===== src/design/tds_pkg.sv =====
package tds_pkg;

    localparam int ENTRIES = 32;
    localparam int IDX_W   = $clog2(ENTRIES);

    localparam int TIME_W  = 32;
    localparam int SPEED_W = 14;
    localparam int STEP_W  = 8;
    localparam int CODE_W  = 8;
    localparam int CFG_W   = 32;
    localparam int CFG_IDX_W = 2;

    // ring word: target flag above the deadline
    localparam int WORD_W  = TIME_W + 1;

    localparam logic [CODE_W-1:0] CODE_A = 8'h31;
    localparam logic [CODE_W-1:0] CODE_B = 8'h32;

    localparam logic [CFG_IDX_W-1:0] REG_DELAY_A   = 2'd0;
    localparam logic [CFG_IDX_W-1:0] REG_DELAY_B   = 2'd1;
    localparam logic [CFG_IDX_W-1:0] REG_SPEED_MAX = 2'd2;
    localparam logic [CFG_IDX_W-1:0] REG_RAMP_STEP = 2'd3;

    localparam logic [TIME_W-1:0]  DELAY_A_RST   = 32'd1400;
    localparam logic [TIME_W-1:0]  DELAY_B_RST   = 32'd8500;
    localparam logic [SPEED_W-1:0] SPEED_MAX_RST = 14'd1000;
    localparam logic [STEP_W-1:0]  RAMP_STEP_RST = 8'd10;

    typedef enum logic [1:0] {
        ST_IDLE,
        ST_SCAN,
        ST_DRAIN,
        ST_FINISH
    } t_state;

endpackage


===== src/design/timed_diverter_scheduler_unit.sv =====
// Conveyor diverter timer. Each request (start while busy is low) is one tick: the time
// counter advances, every pending ring entry whose deadline is reached raises the fire flag
// of its diverter, the belt speed ramps (key held) or drops to zero (key released), held
// flags are emitted while the key is held, and a recognized code A or B is queued with its
// deadline. Each request runs from acceptance to the one-cycle o_valid strobe; the ring is
// scanned one entry per cycle through a single registered memory read port and one shared
// 32-bit adder, which also forms the new deadline. busy is high for the whole tick; o_valid
// comes in the cycle busy falls, and a new request may be given in that same cycle. The
// receiver cannot stall: results are shown once and must be taken. Configuration writes
// take effect at once and are meant for idle periods only.
module timed_diverter_scheduler_unit (
    input  logic                          i_clk,
    input  logic                          i_rst_n,
    input  logic                          start,
    output logic                          busy,
    input  logic                          i_key_pressed,
    input  logic                          i_item_valid,
    input  logic [tds_pkg::CODE_W-1:0]    i_item_code,
    input  logic                          i_cfg_we,
    input  logic [tds_pkg::CFG_IDX_W-1:0] i_cfg_idx,
    input  logic [tds_pkg::CFG_W-1:0]     i_cfg_data,
    output logic                          o_valid,
    output logic [tds_pkg::SPEED_W-1:0]   o_belt_speed,
    output logic                          o_fire_a,
    output logic                          o_fire_b
);

    localparam logic [tds_pkg::IDX_W-1:0] LAST_IDX = tds_pkg::IDX_W'(tds_pkg::ENTRIES - 1);

    tds_pkg::t_state r_state, n_state;

    logic [tds_pkg::TIME_W-1:0]  r_delay_a, r_delay_b;
    logic [tds_pkg::SPEED_W-1:0] r_speed_max;
    logic [tds_pkg::STEP_W-1:0]  r_ramp_step;

    logic [tds_pkg::TIME_W-1:0]  r_tick;
    logic [tds_pkg::IDX_W-1:0]   r_slot;
    logic [tds_pkg::IDX_W-1:0]   r_idx;
    logic [tds_pkg::IDX_W-1:0]   r_rd_idx;
    logic                        r_rd_vld;
    logic [tds_pkg::WORD_W-1:0]  r_rd_data;
    logic [tds_pkg::ENTRIES-1:0] r_pending;
    logic [1:0]                  r_fire_pending;
    logic [tds_pkg::SPEED_W-1:0] r_speed;

    logic                        r_key, r_item_valid;
    logic [tds_pkg::CODE_W-1:0]  r_item_code;

    logic                        r_out_vld, r_fire_a, r_fire_b;

    logic [tds_pkg::WORD_W-1:0]  mem [tds_pkg::ENTRIES];

    logic accept, scan_rd, finish;
    logic [tds_pkg::TIME_W-1:0]  add_b;
    logic                        add_cin;
    logic [tds_pkg::TIME_W-1:0]  add_sum;
    logic                        hit;
    logic                        is_a, is_b;
    logic [tds_pkg::SPEED_W:0]   ramp_sum;
    logic [tds_pkg::SPEED_W-1:0] speed_next;

    assign accept = start && !busy;

    // next state
    always_comb begin
        n_state = r_state;
        case (r_state)
            tds_pkg::ST_IDLE:   if (start) n_state = tds_pkg::ST_SCAN;
            tds_pkg::ST_SCAN:   if (r_idx == LAST_IDX) n_state = tds_pkg::ST_DRAIN;
            tds_pkg::ST_DRAIN:  n_state = tds_pkg::ST_FINISH;
            tds_pkg::ST_FINISH: n_state = tds_pkg::ST_IDLE;
            default:            n_state = tds_pkg::ST_IDLE;
        endcase
    end

    // sequencer outputs
    always_comb begin
        busy    = 1'b1;
        scan_rd = 1'b0;
        finish  = 1'b0;
        case (r_state)
            tds_pkg::ST_IDLE:   busy = 1'b0;
            tds_pkg::ST_SCAN:   scan_rd = 1'b1;
            tds_pkg::ST_DRAIN:  ;
            tds_pkg::ST_FINISH: finish = 1'b1;
            default:            busy = 1'b0;
        endcase
    end

    always_ff @(posedge i_clk) begin
        if (!i_rst_n) r_state <= tds_pkg::ST_IDLE;
        else          r_state <= n_state;
    end

    // shared adder: now - deadline while scanning, now + delay when storing
    assign is_a = r_item_code == tds_pkg::CODE_A;
    assign is_b = r_item_code == tds_pkg::CODE_B;

    always_comb begin
        if (r_rd_vld) begin
            add_b   = ~r_rd_data[tds_pkg::TIME_W-1:0];
            add_cin = 1'b1;
        end else begin
            add_b   = is_b ? r_delay_b : r_delay_a;
            add_cin = 1'b0;
        end
    end

    assign add_sum = r_tick + add_b + tds_pkg::TIME_W'(add_cin);
    assign hit     = r_rd_vld && r_pending[r_rd_idx] && !add_sum[tds_pkg::TIME_W-1];

    // belt ramp with clamp
    assign ramp_sum = {1'b0, r_speed} + (tds_pkg::SPEED_W + 1)'(r_ramp_step);

    always_comb begin
        if (!r_key) begin
            speed_next = '0;
        end else if (r_speed < r_speed_max) begin
            if (ramp_sum > {1'b0, r_speed_max}) speed_next = r_speed_max;
            else                                speed_next = ramp_sum[tds_pkg::SPEED_W-1:0];
        end else begin
            speed_next = r_speed_max;
        end
    end

    // configuration
    always_ff @(posedge i_clk) begin
        if (!i_rst_n) begin
            r_delay_a   <= tds_pkg::DELAY_A_RST;
            r_delay_b   <= tds_pkg::DELAY_B_RST;
            r_speed_max <= tds_pkg::SPEED_MAX_RST;
            r_ramp_step <= tds_pkg::RAMP_STEP_RST;
        end else if (i_cfg_we) begin
            case (i_cfg_idx)
                tds_pkg::REG_DELAY_A:   r_delay_a   <= i_cfg_data;
                tds_pkg::REG_DELAY_B:   r_delay_b   <= i_cfg_data;
                tds_pkg::REG_SPEED_MAX: r_speed_max <= i_cfg_data[tds_pkg::SPEED_W-1:0];
                tds_pkg::REG_RAMP_STEP: r_ramp_step <= i_cfg_data[tds_pkg::STEP_W-1:0];
                default: ;
            endcase
        end
    end

    // request capture
    always_ff @(posedge i_clk) begin
        if (accept) begin
            r_key        <= i_key_pressed;
            r_item_valid <= i_item_valid;
            r_item_code  <= i_item_code;
        end
    end

    // ring memory, one registered read port
    always_ff @(posedge i_clk) begin
        r_rd_data <= mem[r_idx];
        if (finish && r_item_valid && (is_a || is_b))
            mem[r_slot] <= {is_b, add_sum};
    end

    always_ff @(posedge i_clk) begin
        r_rd_idx <= r_idx;
    end

    always_ff @(posedge i_clk) begin
        if (!i_rst_n) begin
            r_tick         <= '0;
            r_slot         <= '0;
            r_idx          <= '0;
            r_rd_vld       <= 1'b0;
            r_pending      <= '0;
            r_fire_pending <= '0;
            r_speed        <= '0;
            r_out_vld      <= 1'b0;
            r_fire_a       <= 1'b0;
            r_fire_b       <= 1'b0;
        end else begin
            r_rd_vld  <= scan_rd;
            r_out_vld <= finish;

            if (accept) begin
                r_tick <= r_tick + 1'b1;
                r_idx  <= '0;
            end else if (scan_rd) begin
                r_idx  <= r_idx + 1'b1;
            end

            if (hit) begin
                r_pending[r_rd_idx] <= 1'b0;
                if (r_rd_data[tds_pkg::TIME_W]) r_fire_pending[1] <= 1'b1;
                else                            r_fire_pending[0] <= 1'b1;
            end

            if (finish) begin
                r_speed <= speed_next;
                if (r_key) begin
                    r_fire_a       <= r_fire_pending[0];
                    r_fire_b       <= r_fire_pending[1];
                    r_fire_pending <= '0;
                end else begin
                    r_fire_a <= 1'b0;
                    r_fire_b <= 1'b0;
                end
                if (r_item_valid) begin
                    r_pending[r_slot] <= is_a || is_b;
                    if (r_slot == LAST_IDX) r_slot <= '0;
                    else                    r_slot <= r_slot + 1'b1;
                end
            end
        end
    end

    assign o_valid      = r_out_vld;
    assign o_belt_speed = r_speed;
    assign o_fire_a     = r_fire_a;
    assign o_fire_b     = r_fire_b;

    // result strobe only follows the finishing step
    assert property (@(posedge i_clk) disable iff (!i_rst_n)
        o_valid |-> $past(r_state == tds_pkg::ST_FINISH))
        else $error("result strobe without finishing step");

    // a diverter pulse needs the run key of that tick
    assert property (@(posedge i_clk) disable iff (!i_rst_n)
        (o_valid && (o_fire_a || o_fire_b)) |-> r_key)
        else $error("diverter pulse without key held");

    // an accepted request starts the scan
    assert property (@(posedge i_clk) disable iff (!i_rst_n)
        accept |=> (busy && r_idx == '0 && r_state == tds_pkg::ST_SCAN))
        else $error("request not followed by scan");

    // compare stage only runs inside a tick
    assert property (@(posedge i_clk) disable iff (!i_rst_n)
        r_rd_vld |-> (r_state == tds_pkg::ST_SCAN || r_state == tds_pkg::ST_DRAIN))
        else $error("ring compare outside scan");

endmodule

===== config.mk =====
export PLATFORM = sky130hd
export DESIGN_NAME = timed_diverter_scheduler_unit
export DESIGN_NICKNAME = d
export VERILOG_FILES = /design/src/design/tds_pkg.sv /design/src/design/timed_diverter_scheduler_unit.sv
export SDC_FILE = /design/constraint.sdc
export NUM_CORES = 2
export LEC_CHECK = 0
export BUFFER_PORTS_ARGS = -buffer_cell sky130_fd_sc_hd__buf_2
export CAP_MARGIN = 10
export CORE_ASPECT_RATIO = 1.25
export CORE_MARGIN = 4
export CORE_UTILIZATION = 60
export CTS_CLUSTER_SIZE = 30
export DETAILED_ROUTE_END_ITERATION = 6
export HOLD_SLACK_MARGIN = 0.05
export PLACE_DENSITY = 0.85
export SLEW_MARGIN = 0
export SYNTH_ARGS = -nofsm -noshare
export SYNTH_HDL_FRONTEND = slang
export SYNTH_SLANG_ARGS = --single-unit

===== constraint.sdc =====
create_clock -name i_clk -period 6.48 [get_ports i_clk]
set_input_delay 0.972 -clock i_clk [delete_from_list [all_inputs] [get_ports i_clk]]
set_output_delay 0.972 -clock i_clk [all_outputs]
set_load 0.1 [all_outputs]

==> reports/results.ini <==
[outcome]
result_of_the_run=complete, but fails checks
violated_checks=DRC

[worst_setup_path]
rrSetupSlack_ps=590
cp_data_required_time_ps=6820
critical_path_class=flip-flop to flip-flop
worst-endpoint-arrival_ps=6220
crit_path_end=mem[9][25]$_DFFE_PP_
timing.critical_path.fanout_max=39
crit_start=r_item_code[2]$_DFFE_PP_
worstRegToRegCells=16
crit-reg2reg-capture=mem[9][25]$_DFFE_PP_
cp-start-kind=flip-flop
rr_startpoint=r_item_code[2]$_DFFE_PP_
worstSetupEndpointType=flip-flop

[cts]
clock_path_buffers=3
cts.root.buffer_cell=clkbuf_16
worst_setup_hold_path_clk_slew_ps=70
cts-buffers-inserted=112
clk_latency_ps=720
cts_hold_buffers=0
tritoncts_num_sinks=1286
cts.repair_timing.setup_buffer_count=0
htree_levels=3
clock_tree_from_tritoncts=built
post_cts_resize_count=0

[floorplanning]
floorplan.die_area_um2=92300
chipWidth_um=272
die_y_um=339
num_io_pins=66
core.rowCount=121
starting_density_pct=60.4
design.core.area_um2=86900

[grt]
gr-usage-met2_pct=52.7
global_route.peak_usage_layer=met2
grtUsageMet1_pct=41.9
first_global_vias=31200
grt.overflow.total=0
grt_total_usage_pct=32.8
maximum_number_of_pins_on_one_net_before_global_route_repair=90
antenna_violations_before_repair=8
globalRouteMet3Util_pct=6.71
grt_pass1_wl_um=218000

[place]
post-place-cells=4239
detailedPlacementHpwl_um=81800
gp_congestion=0.979
buffer_ports.inserted=65
placement.cell_area_um2=54600

[yosys]
postSynthAreaPerCell_um2=16.9
postSynth.topFlopCell=edfxtp_1
area_contributors_post_synth=edfxtp_1, mux4_2, dfxtp_1
synthesis_warnings=0
synthesis.instances=3102
synthesis.nets=3231
synth_area_um2=52500
yosysSeqAreaShare_pct=69.4
ys_seq_elements=1286
synth_edf_count=1066
post-synth-top-area-cell=edfxtp_1
synth_top_area_share_pct=61.0
asyncSetResetFlopFracSynth_pct=0
synthDistinctLibCells=74

[final_layout]
final_nets=3325
multi_input_comb_area_um2=15600
final_non_filler_cell_total=4468
fillers=5291
area_added_between_synthesis_and_finish_pct=12.0
ff_latch_area_um2=36400
final_layout_size_suffix_gt1_share_pct=23.6
stdcell_area_um2=58800

[routing]
wl_per_cell_um=33.8
postRouteWirelength_um=151000
remaining_drc_errors=20
route.antenna.remaining_nets=0
detailroute.via_count=31100
first_pass_iters=7
drt_first_iter_violations=5052
via_cell_ratio=6.96

[sta]
clock.fmax_ghz=0.170
timing_worst_slew_pin_value_ps=1320
fin_skew_ps=46.8
timing.max_slew.rel_slack_pct=12.0
final-max-slew-violation-count=0
timing.final.crit_period_ps=5890
fin_tns_setup_ps=0
report.final.hold_viol_count=0
post-route-period-util_pct=90.8
setup_viol_count_final=0
rsz0062_at_grt=no

[power]
total_leakage_power_uw=0.0190
pwr_density_cell_nw_per_um2=345
worst_ir_drop_vdd_mv=0.229

[run]
cap_violations=0

[worst_hold_path]
hold_class=input port to flip-flop

==> cell usage in the layout, fill, tap and decap left out, types with 50 or more instances in the layout <==
| cell type | n |
|---|---|
| nand2_1 | 322 |
| dfxtp_1 | 215 |
| buf_2 | 65 |
| buf_4 | 71 |
| edfxtp_1 | 1066 |
| o21ai_0 | 50 |
| nand3_1 | 57 |
| ha_1 | 78 |
| a21oi_1 | 159 |
| nor2_1 | 90 |
| and3_1 | 56 |
| mux4_2 | 330 |
| clkbuf_16 | 114 |
==> synthesized netlist by cell type, types with 4 or more instances <==
cell type	number
a211oi_1	6
buf_1	25
o21a_1	17
edfxtp_1	1066
nand3b_1	6
o21ai_0	50
o211ai_1	21
and4_1	4
a21o_1	19
a21oi_1	159
mux4_2	330
ha_1	78
nor4_1	6
nor2_1	117
o32ai_1	9
nand2_1	322
nand2b_1	14
and3_1	56
dfxtp_1	220
o21bai_1	4
clkbuf_1	135
nor3_1	27
buf_2	7
xor2_1	41
mux2i_1	34
a31oi_1	19
mux2_2	34
xnor2_1	31
nand3_1	57
nand4_1	25
or2_2	7
inv_1	51
o22ai_1	13
or3_1	11
o31ai_1	6
nor2b_1	14
and2_1	6
==> registers in the layout, indices dropped and copies added (netlist names), 2 cells and up <==
| name | flops |
|---|---|
| r_pending | 32 |
| r_rd_data | 33 |
| o_belt_speed | 14 |
| r_state | 2 |
| r_tick | 32 |
| mem | 1056 |
| r_delay_b | 32 |
| r_item_code | 8 |
| r_ramp_step | 8 |
| r_fire_pending | 2 |
| r_speed_max | 14 |
| r_delay_a | 32 |
| r_idx | 5 |
| r_rd_idx | 5 |
| r_slot | 5 |
==> per-layer routing <==
| layer | vias up | routed length [um] |
|---|---|---|
| met5 | - | 23 |
| met4 | 4 | 10700 |
| met3 | 583 | 18200 |
| met2 | 2601 | 73700 |
| met1 | 15500 | 48500 |
| li1 | 12400 | - |
==> critical path: stages, from the launching register on <==
cell and delay [ps]:
edfxtp_1 370, and4bb_1 450, nand2_1 140, inv_1 110, buf_4 300, buf_4 420
nand2_1 90, and3_1 170, a21oi_1 110, ha_1 340, o21ai_0 360, nor3_1 120
o311a_1 170, or3_1 480, a211oi_1 620, o21ai_0 310, xor2_2 970
==> cell type report <==
| type | instances | share of cell area, % |
|---|---|---|
| Timing Repair Buffer | 150 | 1.85 |
| Multi-Input combinational cell | 1594 | 26.6 |
| Antenna cell | 6 | 0.0256 |
| Inverter | 52 | 0.339 |
| Sequential cell | 1286 | 62.0 |
| Tap cell | 1168 | 2.49 |
| Clock inverter | 59 | 1.30 |
| Clock buffer | 153 | 5.38 |
==> power breakdown <==
group	internal [uW]	total [uW]	switching, uW
Combinational	1340	3230	1890
Clock	4070	7160	3090
Sequential	9730	9900	173
Total	15100	20300	5150
==> cells by family (layout without fill, tap and decap cells) <==
kind of cell,after synthesis,in the layout,synth area share (%)
flops,1286,1286,69.4
simple gates,689,689,6.09
mux,398,398,15.5
compound gates,354,354,4.15
buf+inv,222,414,1.64
fa+ha+maj,81,81,1.97
xor+xnor,72,72,1.20
other cells,0,6,0
==> through the flow <==
stage | utilization (%) | worst slack, ps | hold WS (ps) | total power (uW)
3_3_place_gp | 62.9 | 1120 | 442 | 13000
4_1_cts | 67.4 | 828 | 426 | 20200
6_report | 67.6 | 595 | 453 | 20300
3_5_place_dp | 62.9 | 901 | 452 | 13200
5_1_grt | 67.6 | 110 | 440 | 20900
2_1_floorplan | - | 1480 | 329 | 12200
==> how the worst min path moves through the flow <==
stage | slack [ps] | end | cells after the start | start
global placement | 440 | r_delay_a[30]$_SDFFE_PN0P_ | 2 | r_delay_a[30]$_SDFFE_PN0P_
finish | 450 | r_item_code[2]$_DFFE_PP_ | 1 | i_item_code[2]
global route | 440 | r_item_code[2]$_DFFE_PP_ | 1 | i_item_code[2]
CTS | 430 | r_item_code[2]$_DFFE_PP_ | 1 | i_item_code[2]
detailed placement | 450 | r_delay_a[24]$_SDFFE_PN0P_ | 2 | r_delay_a[24]$_SDFFE_PN0P_
floorplan | 330 | r_rd_idx[2]$_DFF_P_ | 0 | r_idx[2]$_SDFFE_PP0P_
No activity file was read; power rests on OpenSTA's default activity.
